$ cat src/u8sf_pkg.sv
`timescale 1ns / 1ps

package u8sf_pkg;

	typedef logic [7:0]  byte_t;
	typedef logic [20:0] cp_t;
	typedef logic [2:0]  len_t;

	// up to four output bytes, data[0] goes out first
	typedef struct packed {
		byte_t [3:0] data;
		len_t        cnt;
	} grp_t;

	localparam byte_t MASK_LEN4  = 8'hF8;
	localparam byte_t LEAD_LEN4  = 8'hF0;
	localparam byte_t MASK_LEN3  = 8'hF0;
	localparam byte_t LEAD_LEN3  = 8'hE0;
	localparam byte_t MASK_LEN2  = 8'hE0;
	localparam byte_t LEAD_LEN2  = 8'hC0;

	localparam cp_t VS_LO      = 21'h00FE00;
	localparam cp_t VS_HI      = 21'h00FE0F;
	localparam cp_t VS_SUP_LO  = 21'h0E0100;
	localparam cp_t VS_SUP_HI  = 21'h0E01EF;
	localparam cp_t WAVE_DASH  = 21'h00301C;
	localparam cp_t DOLLAR_CP  = 21'h000024;

	localparam byte_t DOLLAR   = 8'h24;
	localparam byte_t FW_TILDE0 = 8'hEF;
	localparam byte_t FW_TILDE1 = 8'hBD;
	localparam byte_t FW_TILDE2 = 8'h9E;

	function automatic len_t lead_len(input byte_t b);
		len_t n;
		if ((b & MASK_LEN4) == LEAD_LEN4)
			n = 3'd4;
		else if ((b & MASK_LEN3) == LEAD_LEN3)
			n = 3'd3;
		else if ((b & MASK_LEN2) == LEAD_LEN2)
			n = 3'd2;
		else if (!b[7])
			n = 3'd1;
		else
			n = 3'd0;
		return n;
	endfunction

	// complete sequence b0..b(len-1) -> output bytes
	function automatic grp_t emit_seq(input byte_t b0, input byte_t b1, input byte_t b2,
		input byte_t b3, input len_t len);
		cp_t  cp;
		grp_t g;
		case (len)
			3'd4: cp = {b0[2:0], b1[5:0], b2[5:0], b3[5:0]};
			3'd3: cp = {5'd0, b0[3:0], b1[5:0], b2[5:0]};
			3'd2: cp = {10'd0, b0[4:0], b1[5:0]};
			default: cp = {13'd0, b0};
		endcase
		g.data = {b3, b2, b1, b0};
		g.cnt  = len;
		if ((cp >= VS_LO && cp <= VS_HI) || (cp >= VS_SUP_LO && cp <= VS_SUP_HI)) begin
			g.cnt = 3'd0;
		end else if (cp == WAVE_DASH) begin
			g.data = {8'd0, FW_TILDE2, FW_TILDE1, FW_TILDE0};
			g.cnt  = 3'd3;
		end else if (cp == DOLLAR_CP) begin
			g.data = {16'd0, DOLLAR, DOLLAR};
			g.cnt  = 3'd2;
		end
		return g;
	endfunction

endpackage

$ cat src/utf8_text_sanitize_filter_core.sv
`timescale 1ns / 1ps

// UTF-8 text sanitizer.
// Input stream s_axis_*: one text byte per transfer, tlast marks the final byte of a text.
// Output stream m_axis_*: sanitized bytes, tlast marks the last byte caused by one input
// transfer. Variation selectors are dropped, the wave dash becomes EF BD 9E, '$' is doubled,
// everything else (bad lead bytes, truncated tails) is passed through as its raw bytes.
// Decode is one combinational pass from the held bytes and the input byte into a result
// register of up to four bytes, which shifts out one byte per cycle while m_axis_tready
// is high. The first result byte is registered and valid in the cycle after the input transfer.
// An input transfer yields 0 to 4 output bytes; the result register drains them one byte
// per cycle while m_axis_tready is high, and its last byte overlaps with the next input
// transfer.
// Reset clears the pending sequence and empties the result register.
// When m_axis_tready is low, the result register holds and s_axis_tready stays low
// until its last byte has been taken.
module utf8_text_sanitize_filter_core (
	input  logic       clk,
	input  logic       arst_n,
	input  logic       s_axis_tvalid,
	output logic       s_axis_tready,
	input  logic [7:0] s_axis_tdata,  // [7:0] in_byte
	input  logic       s_axis_tlast,
	output logic       m_axis_tvalid,
	input  logic       m_axis_tready,
	output logic [7:0] m_axis_tdata,  // [7:0] out_byte
	output logic       m_axis_tlast
);

	u8sf_pkg::byte_t [2:0] held_q;
	u8sf_pkg::len_t        seq_len_q;
	logic [1:0]            held_cnt_q;

	u8sf_pkg::byte_t [3:0] data_s1;
	u8sf_pkg::len_t        cnt_s1;

	u8sf_pkg::grp_t  grp;
	u8sf_pkg::len_t  seq_len_n;
	logic [1:0]      held_cnt_n;
	logic            wr_en;
	logic [1:0]      wr_idx;
	logic            s_xfer;
	logic            m_xfer;
	logic            m_done;

	assign m_axis_tvalid = cnt_s1 != 3'd0;
	assign m_axis_tdata  = data_s1[0];
	assign m_axis_tlast  = cnt_s1 == 3'd1;
	assign m_xfer        = m_axis_tvalid && m_axis_tready;
	assign m_done        = m_xfer && m_axis_tlast;
	assign s_axis_tready = !m_axis_tvalid || m_done;
	assign s_xfer        = s_axis_tvalid && s_axis_tready;

	always_comb begin
		u8sf_pkg::len_t  ln;
		u8sf_pkg::len_t  cnt;
		u8sf_pkg::byte_t b;
		b          = s_axis_tdata;
		ln         = u8sf_pkg::lead_len(b);
		cnt        = {1'b0, held_cnt_q} + 3'd1;
		grp.data   = {24'd0, b};
		grp.cnt    = 3'd0;
		seq_len_n  = 3'd0;
		held_cnt_n = 2'd0;
		wr_en      = 1'b0;
		wr_idx     = held_cnt_q;
		if (held_cnt_q == 2'd0) begin
			if (ln == 3'd1) begin
				grp = u8sf_pkg::emit_seq(b, 8'd0, 8'd0, 8'd0, 3'd1);
			end else if (ln == 3'd0 || s_axis_tlast) begin
				grp.cnt = 3'd1;
			end else begin
				wr_en      = 1'b1;
				held_cnt_n = 2'd1;
				seq_len_n  = ln;
			end
		end else if (cnt >= seq_len_q) begin
			grp = u8sf_pkg::emit_seq(held_q[0],
				(seq_len_q == 3'd2) ? b : held_q[1],
				(seq_len_q == 3'd3) ? b : held_q[2],
				b, seq_len_q);
		end else if (s_axis_tlast) begin
			// truncated tail: raw bytes
			grp.data = {8'd0, b, (held_cnt_q == 2'd1) ? b : held_q[1], held_q[0]};
			grp.cnt  = cnt;
		end else begin
			wr_en      = 1'b1;
			held_cnt_n = held_cnt_q + 2'd1;
			seq_len_n  = seq_len_q;
		end
	end

	always_ff @(posedge clk or negedge arst_n) begin
		if (!arst_n) begin
			seq_len_q  <= 3'd0;
			held_cnt_q <= 2'd0;
		end else if (s_xfer) begin
			seq_len_q  <= seq_len_n;
			held_cnt_q <= held_cnt_n;
		end
	end

	always_ff @(posedge clk) begin
		if (s_xfer && wr_en) begin
			held_q[wr_idx] <= s_axis_tdata;
		end
	end

	always_ff @(posedge clk or negedge arst_n) begin
		if (!arst_n) begin
			cnt_s1 <= 3'd0;
		end else if (s_xfer) begin
			cnt_s1 <= grp.cnt;
		end else if (m_xfer) begin
			cnt_s1 <= cnt_s1 - 3'd1;
		end
	end

	always_ff @(posedge clk) begin
		if (s_xfer) begin
			data_s1 <= grp.data;
		end else if (m_xfer) begin
			data_s1 <= {8'd0, data_s1[3:1]};
		end
	end

	a_no_accept_mid_run: assert property (@(posedge clk) disable iff (!arst_n)
		(m_axis_tvalid && !m_axis_tlast) |-> !s_axis_tready)
		else $error("input taken while result bytes remain");

	a_seq_state: assert property (@(posedge clk) disable iff (!arst_n)
		(held_cnt_q != 2'd0) |-> (seq_len_q >= 3'd2 && seq_len_q <= 3'd4 &&
		{1'b0, held_cnt_q} < seq_len_q))
		else $error("pending sequence state inconsistent");

	a_run_ends: assert property (@(posedge clk) disable iff (!arst_n)
		(m_done && !s_xfer) |=> !m_axis_tvalid)
		else $error("output still valid after last byte of run");

	a_cnt_range: assert property (@(posedge clk) disable iff (!arst_n)
		cnt_s1 <= 3'd4)
		else $error("result byte count out of range");

endmodule
$ cat config.mk
export PLATFORM = sky130hd
export DESIGN_NAME = utf8_text_sanitize_filter_core
export DESIGN_NICKNAME = d
export VERILOG_FILES = /design/src/u8sf_pkg.sv /design/src/utf8_text_sanitize_filter_core.sv
export SDC_FILE = /design/constraint.sdc
export NUM_CORES = 1
export LEC_CHECK = 0
export BUFFER_PORTS_ARGS = -buffer_cell sky130_fd_sc_hd__buf_2
export CAP_MARGIN = 20
export CORE_MARGIN = 1
export CORE_UTILIZATION = 60
export DETAILED_ROUTE_END_ITERATION = 7
export GPL_TIMING_DRIVEN = 0
export PLACE_DENSITY = 0.79
export SLEW_MARGIN = 20
export SYNTH_ARGS = -nofsm -noshare
export SYNTH_HDL_FRONTEND = slang
export SYNTH_SLANG_ARGS = --single-unit
$ cat constraint.sdc
create_clock -name clk -period 3.4 [get_ports clk]
set_input_delay 0.34 -clock clk [delete_from_list [all_inputs] [get_ports clk]]
set_output_delay 0.34 -clock clk [all_outputs]
set_load 0.05 [all_outputs]
Word level (Yosys, flattened, before mapping). Index checks and enable logic that the tools add are counted.

Register bits: 64. Input port bits: 13.

Reduce and logical (&&, ||, !) cells: 20. $add $sub $neg: 3. $lt $le $gt $ge: 11. Mux-type cells: 48. Eq/ne operators: 13.

Operators by type and width (number): two-way mux 35 bit (5); two-way mux 32 bit (5); two-way mux 21 bit (4); one-hot mux 21 bit (3 select lines) (1); equality test 21 x 14 -> 1 bit, second input constant (2); equality test 21 x 6 -> 1 bit, second input constant (2); >= comparator 21 x 16 -> 1 bit, second input constant (2); >= comparator 21 x 20 -> 1 bit, second input constant (2); <= comparator 21 x 16 -> 1 bit, second input constant (2); <= comparator 21 x 20 -> 1 bit, second input constant (2); two-way mux 3 bit (12); two-way mux 8 bit (4); two-way mux 27 bit (1); bitwise mux 24 bit (1); two-way mux 17 bit (1); demux 8 bit (select 2 bit) (1); logical AND 1 bit (9); two-way mux 1 bit (9); two-way mux 2 bit (4); equality test 3 x 1 -> 1 bit, second input constant (2); equality test 3 x 2 -> 1 bit, second input constant (2); equality test 3 bit, second input constant (2); nonzero test 3 bit (2); equality test 5 bit, second input constant (1); 14 further kinds (17).

Depth between registers and ports, before layout. Gate-level depths: netlist of run 1.

Depth after elaboration: 14. Depth in mapped cells: 11. Depth with buffers taken out: 9.

Least setup slack after synthesis of run 1. Ideal clock, no wire load.

Path kind: register to register. Start point: register cnt_s1[0]. End point: register data_s1[16] in the netlist's numbering, data pin. Data required time: 3.268 ns. Stages on the path, launching flop included: 10. Path slack: 0.610 ns. Arrival: 2.658 ns. Period minus slack after synthesis: 2.790 ns. Library setup time: 0.132 ns. Path buffers: 0. Cells stage by stage: dfrtp_1 > inv_1 > ha_1 > a21oi_1 > nor2_1 > nand2_1 > nor2_1 > nand2_1 > o31ai_1 > a221o_1.

Word-level cells in the longest chain between the ends: 6. Elaborated cells on any way between the ends: 8. Those cells by class: eq/ne: 1; mux: 1; reduce/logical: 6.

Ends and longest elaborated chain: start: declaration (RTL line utf8_text_sanitize_filter_core.sv:35) `u8sf_pkg::len_t cnt_s1;`; start signal: assignment (RTL line utf8_text_sanitize_filter_core.sv:113) `cnt_s1 <= grp.cnt;`; start signal: assignment (RTL line utf8_text_sanitize_filter_core.sv:115) `cnt_s1 <= cnt_s1 - 3'd1;`; nonzero test 3 bit (RTL line utf8_text_sanitize_filter_core.sv:46) `assign m_axis_tvalid = cnt_s1 != 3'd0;`; logical AND 1 bit (RTL line utf8_text_sanitize_filter_core.sv:49) `assign m_xfer = m_axis_tvalid && m_axis_tready;`; logical AND 1 bit (RTL line utf8_text_sanitize_filter_core.sv:50) `assign m_done = m_xfer && m_axis_tlast;`; logical OR 1 bit * (RTL line utf8_text_sanitize_filter_core.sv:51) `assign s_axis_tready = !m_axis_tvalid || m_done;`; net s_axis_tready (RTL line utf8_text_sanitize_filter_core.sv:21) `output logic s_axis_tready,`; logical AND 1 bit * (RTL line utf8_text_sanitize_filter_core.sv:52) `assign s_xfer = s_axis_tvalid && s_axis_tready;`; two-way mux 32 bit * (RTL line utf8_text_sanitize_filter_core.sv:120) `if (s_xfer) begin`; end signal: assignment (RTL line utf8_text_sanitize_filter_core.sv:121) `data_s1 <= grp.data;`; end signal: assignment (RTL line utf8_text_sanitize_filter_core.sv:123) `data_s1 <= {8'd0, data_s1[3:1]};`; end: declaration (RTL line utf8_text_sanitize_filter_core.sv:34) `u8sf_pkg::byte_t [3:0] data_s1;`.

The timed path passes the listed nets; every way through them passes the cells marked *. A chain may end at the register's enable or synchronous reset.

Worst setup path in the final report of run 1.
Start point: register held_cnt_q[0]. End point: register data_s1 (netlist bit m_axis_tdata[4]), data pin.

Word-level cells in the longest chain between the ends: 5. Elaborated cells on any way between the ends: 6. Those cells by class: add/sub: 1; order compare: 1; mux: 3; reduce/logical: 1.

Ends and longest elaborated chain: start: declaration (RTL line utf8_text_sanitize_filter_core.sv:32) `logic [1:0] held_cnt_q;`; start signal: assignment (RTL line utf8_text_sanitize_filter_core.sv:99) `held_cnt_q <= held_cnt_n;`; adder 2 x 1 -> 3 bit (RTL line utf8_text_sanitize_filter_core.sv:60) `cnt = {1'b0, held_cnt_q} + 3'd1;`; >= comparator 3 bit (RTL line utf8_text_sanitize_filter_core.sv:77) `end else if (cnt >= seq_len_q) begin`; two-way mux 35 bit (RTL line utf8_text_sanitize_filter_core.sv:77); two-way mux 35 bit * (RTL line utf8_text_sanitize_filter_core.sv:67) `if (held_cnt_q == 2'd0) begin`; two-way mux 32 bit * (RTL line utf8_text_sanitize_filter_core.sv:120).

Mark *: on every way between the ends. The rest lies on a longest branch, timed or not.

==> results of run 1 <==
synthesized netlist by cell type (2+ instances only):
library cell | count | area [sq um]
nand2b_1 | 5 | 31.3
nor3_1 | 2 | 10.0
a2111oi_0 | 3 | 26.3
mux2i_1 | 3 | 30.0
ha_1 | 10 | 125
a21o_1 | 2 | 15.0
edfxtp_1 | 56 | 1680
a211o_1 | 3 | 26.3
nand2_1 | 45 | 169
a211oi_1 | 5 | 37.5
clkbuf_1 | 19 | 71.3
a21oi_1 | 41 | 205
and3_1 | 6 | 37.5
nand4_1 | 8 | 50.1
dfrtp_1 | 8 | 200
nor4b_1 | 2 | 17.5
a21oi_2 | 2 | 17.5
or3_1 | 3 | 18.8
buf_4 | 11 | 82.6
a22oi_1 | 5 | 37.5
and2_1 | 14 | 87.6
nor4_1 | 4 | 25.0
inv_1 | 12 | 45.0
a221o_1 | 5 | 50.1
nor2_1 | 25 | 93.8
mux2_2 | 14 | 158
buf_2 | 6 | 30.0
nor2b_1 | 4 | 25.0
a22o_1 | 4 | 35.0
o21ai_1 | 5 | 25.0
nand3_1 | 3 | 15.0
nand4b_1 | 2 | 17.5
o21ai_0 | 22 | 110
o31ai_1 | 13 | 97.6
a31oi_1 | 3 | 18.8
o22ai_1 | 6 | 37.5
stage by stage:
stage          area, sq um  setup slack (ns)  total power (W)
5_1_grt               4460            0.0369          0.00355
6_report              4460             0.277          0.00341
2_1_floorplan         4040             0.610          0.00236
3_3_place_gp          4250             0.344          0.00269
3_5_place_dp          4250             0.334          0.00274
4_1_cts               4460             0.316          0.00337
power by group through the flow:
stage                     registers, W  clock network, W  logic (W)
after floorplan                0.00121                 0    0.00115
after global placement         0.00123                 0    0.00146
after detailed placement       0.00124                 0    0.00149
after CTS                      0.00123          0.000647    0.00149
after global routing           0.00125          0.000677    0.00163
final                          0.00123          0.000652    0.00153
state kept, by name, indices dropped and copies added, names as in the netlist:
name / cells
seq_len_q: 3
held_q: 24
m_axis_tdata: 8
data_s1: 24
held_cnt_q: 2
cnt_s1: 3
metal layers:
| metal | up-vias | track usage | routed length (um) |
|---|---|---|---|
| met5 | - | 0 | 0 |
| met4 | 0 | 0.166 | 444 |
| met3 | 40 | 0.0920 | 1300 |
| met2 | 256 | 0.545 | 5340 |
| met1 | 1685 | 0.462 | 4730 |
| li1 | 1624 | - | - |
layout make-up:
cell class / count / share of cell area
buffer: 37 / 0.0438
clock buffer: 9 / 0.0278
clock inverter: 7 / 0.0160
inverter: 12 / 0.0101
multi-input combinational: 297 / 0.431
sequential: 64 / 0.422
tap: 77 / 0.0216
timing repair buffer: 23 / 0.0270
what timing repair did:
action	4_1_cts	5_1_grt
setup endpoints to repair	0	0
gates resized for setup	0	0
hold buffers	1	0
hold endpoints to repair	8	0
cells by family after synthesis:
family	count (synthesis)
AOI/OAI and AO/OA	135
adders and majority gates	10
buffers and inverters	49
DFF	64
muxes	17
and+or+nand+nor	135
worst max path at each step:
stage	startpoint	endpoint	slack (ns)	depth (start not counted)
6_report	held_cnt_q[0]	m_axis_tdata[4]	0.28	10
5_1_grt	held_cnt_q[0]	m_axis_tdata[4]	0.04	10
4_1_cts	held_cnt_q[0]	m_axis_tdata[4]	0.32	10
3_5_place_dp	held_cnt_q[0]	m_axis_tdata[4]	0.33	10
3_3_place_gp	held_cnt_q[0]	m_axis_tdata[4]	0.34	10
2_1_floorplan	cnt_s1[0]	data_s1[16]	0.61	9
==> run_results.csv, run 1 <==
group,metric,value,unit
synthesis,synth_top_family_by_area,"compound AO/OA/AOI/OAI gates",
synthesis,synthArstFlopShare,0.125,
worst_hold_path,worstHoldStart,"s_axis_tdata[1]",
worst_setup_path,path_class,"flop to flop",
worst_setup_path,cp_cell_sequence,"inv_1 > ha_1 > ha_1 > a21o_1 > a21o_1 > clkbuf_1 > nor2_1 > o21ai_0 > o21ai_0 > a31o_2",
cts,h-tree-depth,3,
floorplan,num_rows,29,
sta,setup_violations,0,
worst_hold_path,hp-class,"input port to flop",
sta,fin_crit_sh,0.919,
global_routing,antenna_found_initial,0,
worst_setup_path,r2r_slack,0.28,ns
cts,cts_setup_buffers,0,
layout,fin_nets,467,
cts,clock_latency,0.35,ns
layout,multi_input_area,1920,sq um
worst_setup_path,r2r_cells,10,
layout,num-fill-cells,516,
worst_setup_path,r2r_end,"m_axis_tdata[4]",
global_routing,grt_pass1_vias,3349,
floorplan,core_region_area,6420,sq um
placed_design,dpl.hpwl,8.43,mm
sta,final.setup_skew,0.00744,ns
routing,first_pass_iters,8,
global_routing,grt_usage,0.352,
power_and_ir_drop,power_density,765,nW/um^2
global_routing,grt_max_degree,34,
status,violations,"design-rule violations",
synthesis,ys_types,65,
power_and_ir_drop,p_leak,1.66,nW
synthesis,yosysSeqAreaShare,0.465,
sta,period_needed,3.12,ns
cts,cts_tree,"yes",
worst_setup_path,crit_fanout,10,
synthesis,syn_nets,433,
job,max_cap_viol_count,0,
routing,dr_total_vias,3605,
placed_design,gp_congestion,0.984,
sta,hold_viol,0,
synthesis,synth_warnings,0,
floorplan,boundaryPins,24,
power_and_ir_drop,combPwrFrac,0.448,
synthesis,synth.mux.area_fraction,0.0464,
layout,final-seq-area,1880,sq um
routing,drc,12,
layout,antenna_cells,0,
global_routing,overflow,0,
power_and_ir_drop,swShare,0.420,
routing,drt_iter0_markers,472,
routing,routedWlPerCell,22.5,um
worst_hold_path,min_to,"held_q[17]",
synthesis,postSynthAreaPerCell,9.86,sq um
sta,fmax,320,MHz
power_and_ir_drop,power_frac_seq,0.360,
worst_setup_path,crit_path_top_delay_cell,"dfrtp_1",
worst_setup_path,critical_path.top_delay_family,"compound AO/OA/AOI/OAI gates",
worst_setup_path,crit_path_end_kind,"flop",
cts,cts_buffers,9,
sta,final.setup.tns,0,ns
cts,cts_buffer_depth,2,
routing,ant_nets,0,
power_and_ir_drop,power.switching,0.00143,W
layout,area_growth_syn_to_layout,10.2,%
layout,fin_util,0.694,
synthesis,synthesis.area,4040,sq um
synthesis,ys_dominant_reg_cell,"edfxtp_1",
sta,slew_viol_final,0,
worst_setup_path,cp-start-kind,"flop",
layout,drive_above_1_share,0.176,
sta,slew_headroom,0.482,
synthesis,synth_seq_cells,64,
synthesis,synth_compound_area_frac,0.220,
synthesis,synthCells,410,
cts,clkSinkCount,64,
layout,stdcell_count,526,
worst_hold_path,hold_path_depth,1,
floorplan,die_y,84.1,um
placed_design,dp.cells,509,
routing,routed_via_density,6.85,
floorplan,die_area,7070,sq um
floorplan,initial_core_util,0.630,
placed_design,port_buffers,22,
worst_setup_path,worstReg2RegStart,"held_cnt_q[0]",
synthesis,synth_xor_xnor_area_share,0,
worst_setup_path,cp.arrival,3.23,ns
synthesis,synth_fa_ha_area_frac,0.0309,
worst_setup_path,worst-path-buf-inv,2,
sta,whs,0.199,ns
worst_setup_path,slowest_delay,0.46,ns
sta,rsz0062_at_grt,"false",
power_and_ir_drop,max-vdd-ir-drop,420,uV
floorplan,die_x,84.1,um
status,status,"finished with violations",
cts,clock-root-buffer,"clkbuf_8",
cts,path_clk_slew,0.07,ns
power_and_ir_drop,p_int,0.00198,W
global_routing,grt_pass1_wl,18.3,mm
layout,mostFrequentLayoutCell,"edfxtp_1",
routing,routed_wl,11.8,mm
synthesis,synth-edff-count,56,
worst_setup_path,cp.required,3.50,ns
sta,worst_slew_pin_slew,0.777,ns
layout,layout_common_cells,"56 x edfxtp_1, 45 x nand2_1, 41 x a21oi_1, 28 x buf_2, 25 x nor2_1",
power_and_ir_drop,p_clk_frac,0.191,
synthesis,yosys.area_share.simple,0.178,
No activity file was read; power rests on OpenSTA's default activity.
==> inputs of run 2 (changes only) <==
--- a/config.mk
+++ b/config.mk
@@ -5,13 +5,14 @@
 export SDC_FILE = /design/constraint.sdc
 export NUM_CORES = 1
 export LEC_CHECK = 0
+export ABC_AREA = 1
 export BUFFER_PORTS_ARGS = -buffer_cell sky130_fd_sc_hd__buf_2
 export CAP_MARGIN = 20
 export CORE_MARGIN = 1
 export CORE_UTILIZATION = 60
 export DETAILED_ROUTE_END_ITERATION = 7
 export GPL_TIMING_DRIVEN = 0
-export PLACE_DENSITY = 0.79
+export PLACE_DENSITY = 0.78
 export SLEW_MARGIN = 20
 export SYNTH_ARGS = -nofsm -noshare
 export SYNTH_HDL_FRONTEND = slang
==> run 2 against run 1 <==
Effect of this change: the flow now finishes without violations; via count up 19%; power grew 30%; critical path depth unchanged; critical endpoint is now held_q[20]; cell count rose by 34%; setup slack improved by 0.11 ns; largest power group unchanged; clock skew rose by 0.0016 ns; synthesized cell count rose by 39%; sequential share of layout area fell by 4.3 points; die area rose by 12%; clock power fell by 7.1%; core utilization decreased by 1.3 points; first-iteration DRC count increased by 8.1%.
==> run_results.csv, run 2 <==
group,metric,value,unit
synthesis,ys_types,44,
routing,ant_nets,0,
synthesis,synthCells,568,
synthesis,ys_dominant_reg_cell,"edfxtp_1",
worst_setup_path,path_class,"flop to flop",
routing,routed_wl,13.1,mm
floorplan,boundaryPins,24,
synthesis,yosysSeqAreaShare,0.415,
layout,fin_nets,626,
global_routing,grt_pass1_vias,3787,
layout,mostFrequentLayoutCell,"nand2_1",
global_routing,antenna_found_initial,0,
power_and_ir_drop,p_leak,2.14,nW
cts,cts_resized,0,
floorplan,die_x,89.0,um
worst_setup_path,cp-start-kind,"flop",
synthesis,synth_xor_xnor_area_share,0.00193,
synthesis,synth_top_family_by_area,"simple AND/OR/NAND/NOR gates",
floorplan,die_area,7920,sq um
status,status,"completed",
synthesis,syn_nets,591,
sta,hold_viol,0,
sta,final.setup.tns,0,ns
routing,drt_iter0_markers,510,
placed_design,dp.cells,690,
synthesis,synthArstFlopShare,0.125,
worst_hold_path,hp-class,"input port to flop",
job,max_cap_viol_count,0,
routing,routed_via_density,6.04,
synthesis,yosys-top-cells-count,"126 x nand2_1, 59 x nor2_1, 56 x edfxtp_1, 56 x inv_1, 38 x o21ai_0",
floorplan,num_rows,31,
layout,stdcell_count,707,
worst_setup_path,crit_path_end_kind,"flop",
synthesis,synth-edff-count,56,
floorplan,die_y,89.0,um
layout,antenna_cells,0,
sta,fin_crit_sh,0.887,
layout,area_growth_syn_to_layout,9.37,%
global_routing,grt_max_degree,38,
layout,layout_common_cells,"126 x nand2_1, 59 x nor2_1, 56 x edfxtp_1, 55 x inv_1, 38 x o21ai_0",
sta,slew_viol_final,0,
cts,h-tree-depth,3,
worst_setup_path,crit_fanout,8,
sta,period_needed,3.02,ns
synthesis,postSynthAreaPerCell,7.99,sq um
worst_setup_path,cp.arrival,3.00,ns
floorplan,initial_core_util,0.622,
synthesis,synth.mux.area_fraction,0,
placed_design,port_buffers,23,
synthesis,yosys.area_share.simple,0.309,
synthesis,synth_warnings,0,
sta,slew_headroom,0.437,
sta,setup_violations,0,
synthesis,synth_compound_area_frac,0.152,
power_and_ir_drop,max-vdd-ir-drop,543,uV
cts,clock_latency,0.36,ns
sta,rsz0062_at_grt,"false",
cts,clock-root-buffer,"clkbuf_8",
routing,drc,0,
sta,fmax,332,MHz
sta,final.setup_skew,0.00903,ns
cts,cts_tree,"yes",
placed_design,gp_congestion,1.04,
worst_setup_path,cp.required,3.38,ns
cts,cts_buffer_depth,2,
floorplan,core_region_area,7290,sq um
synthesis,yosysTopAreaCellShare,0.371,
synthesis,ys_top_cells_by_area,"edfxtp_1 37%, nand2_1 10%, nor2_1 4.9%, inv_1 4.6%, dfrtp_1 4.4%",
cts,cts_buffers,9,
synthesis,synthesis.area,4540,sq um
synthesis,yosysMostFrequentCell,"nand2_1",
synthesis,synth_seq_cells,64,
cts,clkSinkCount,64,
routing,first_pass_iters,5,
layout,num-fill-cells,622,
cts,path_clk_slew,0.07,ns
power_and_ir_drop,power,0.00444,W
placed_design,dpl.hpwl,9.87,mm
routing,routedWlPerCell,18.5,um
global_routing,grt_pass1_wl,20.2,mm
sta,worst_slew_pin_slew,0.841,ns
synthesis,synth_fa_ha_area_frac,0.0276,
power_and_ir_drop,power_density,895,nW/um^2
global_routing,overflow,0,
routing,dr_total_vias,4273,
layout,drive_above_1_share,0.186,
synthesis,synth_top_area_cell,"edfxtp_1",
cts,cts_setup_buffers,0,
global_routing,grt_usage,0.357,
==> run 2: layer usage <==
metal | wire length [um] | global-route usage
met1 | 5430 | 0.499
met3 | 1480 | 0.0665
met5 | 0 | 0
met2 | 5620 | 0.536
met4 | 535 | 0.176
==> run 2: final cells by class <==
cell class / instances / area, sq um / share of cell area
repair buffers: 24 / 125 / 0.0252
flip-flops and latches: 64 / 1880 / 0.379
clock inverters: 3 / 17.5 / 0.00353
inverters: 65 / 246 / 0.0497
well taps: 99 / 124 / 0.0250
plain buffers: 26 / 180 / 0.0363
multi-input cells: 413 / 2230 / 0.449
clock buffers: 13 / 159 / 0.0320
==> run 2: per-stage QoR <==
step	area, sq um	setup slack, ns	util	hold slack [ns]
5_1_grt	4960	0.179	0.681	0.292
4_1_cts	4960	0.385	0.681	0.270
3_5_place_dp	4780	0.380	0.655	0.195
6_report	4960	0.385	0.681	0.271
2_1_floorplan	4540	0.0580	-	0.0444
3_3_place_gp	4780	0.472	0.655	0.195
==> run 2: cells by family after synthesis <==
family                   after synthesis
AND/OR/NAND/NOR                      291
adder cells (fa/ha/maj)               10
buffers and inverters                 91
flip-flops                            64
AO/OA/AOI/OAI                        111
XOR/XNOR                               1
==> run 2: critical path: stages (launching register included) <==
cell	delay, ns
dfrtp_1	0.41
inv_1	0.13
ha_1	0.36
ha_1	0.31
nand3b_1	0.09
nand3_1	0.12
nor3_1	0.21
inv_1	0.13
a21oi_1	0.25
inv_1	0.09
nor2_1	0.56
==> run 2: path summary, 6_finish.rpt <==
kind                                 startpoint            to  slack (ns)  cells past startpoint
worst min-delay path            s_axis_tdata[2]    held_q[10]        0.27                      1
min in group asynchronous                arst_n     cnt_s1[2]        0.39                      2
worst min register to register        cnt_s1[1]     cnt_s1[1]        0.53                      2
worst max register to register    held_cnt_q[0]    held_q[20]        0.38                     10
max in group asynchronous                arst_n  seq_len_q[2]        2.83                      2
worst max-delay path              held_cnt_q[0]    held_q[20]        0.38                     10
==> run 2: repair_timing <==
action	4_1_cts	5_1_grt
hold buffers	1	0
endpoints found under the hold margin	8	0
setup endpoints to repair	0	0
==> run 2: where the power goes <==
group	total [W]	internal [W]	switching [W]
Combinational	0.00266	0.000831	0.00183
Clock	0.000606	0.000302	0.000303
Sequential	0.00117	0.00107	0.000108
Total	0.00444	0.00220	0.00224
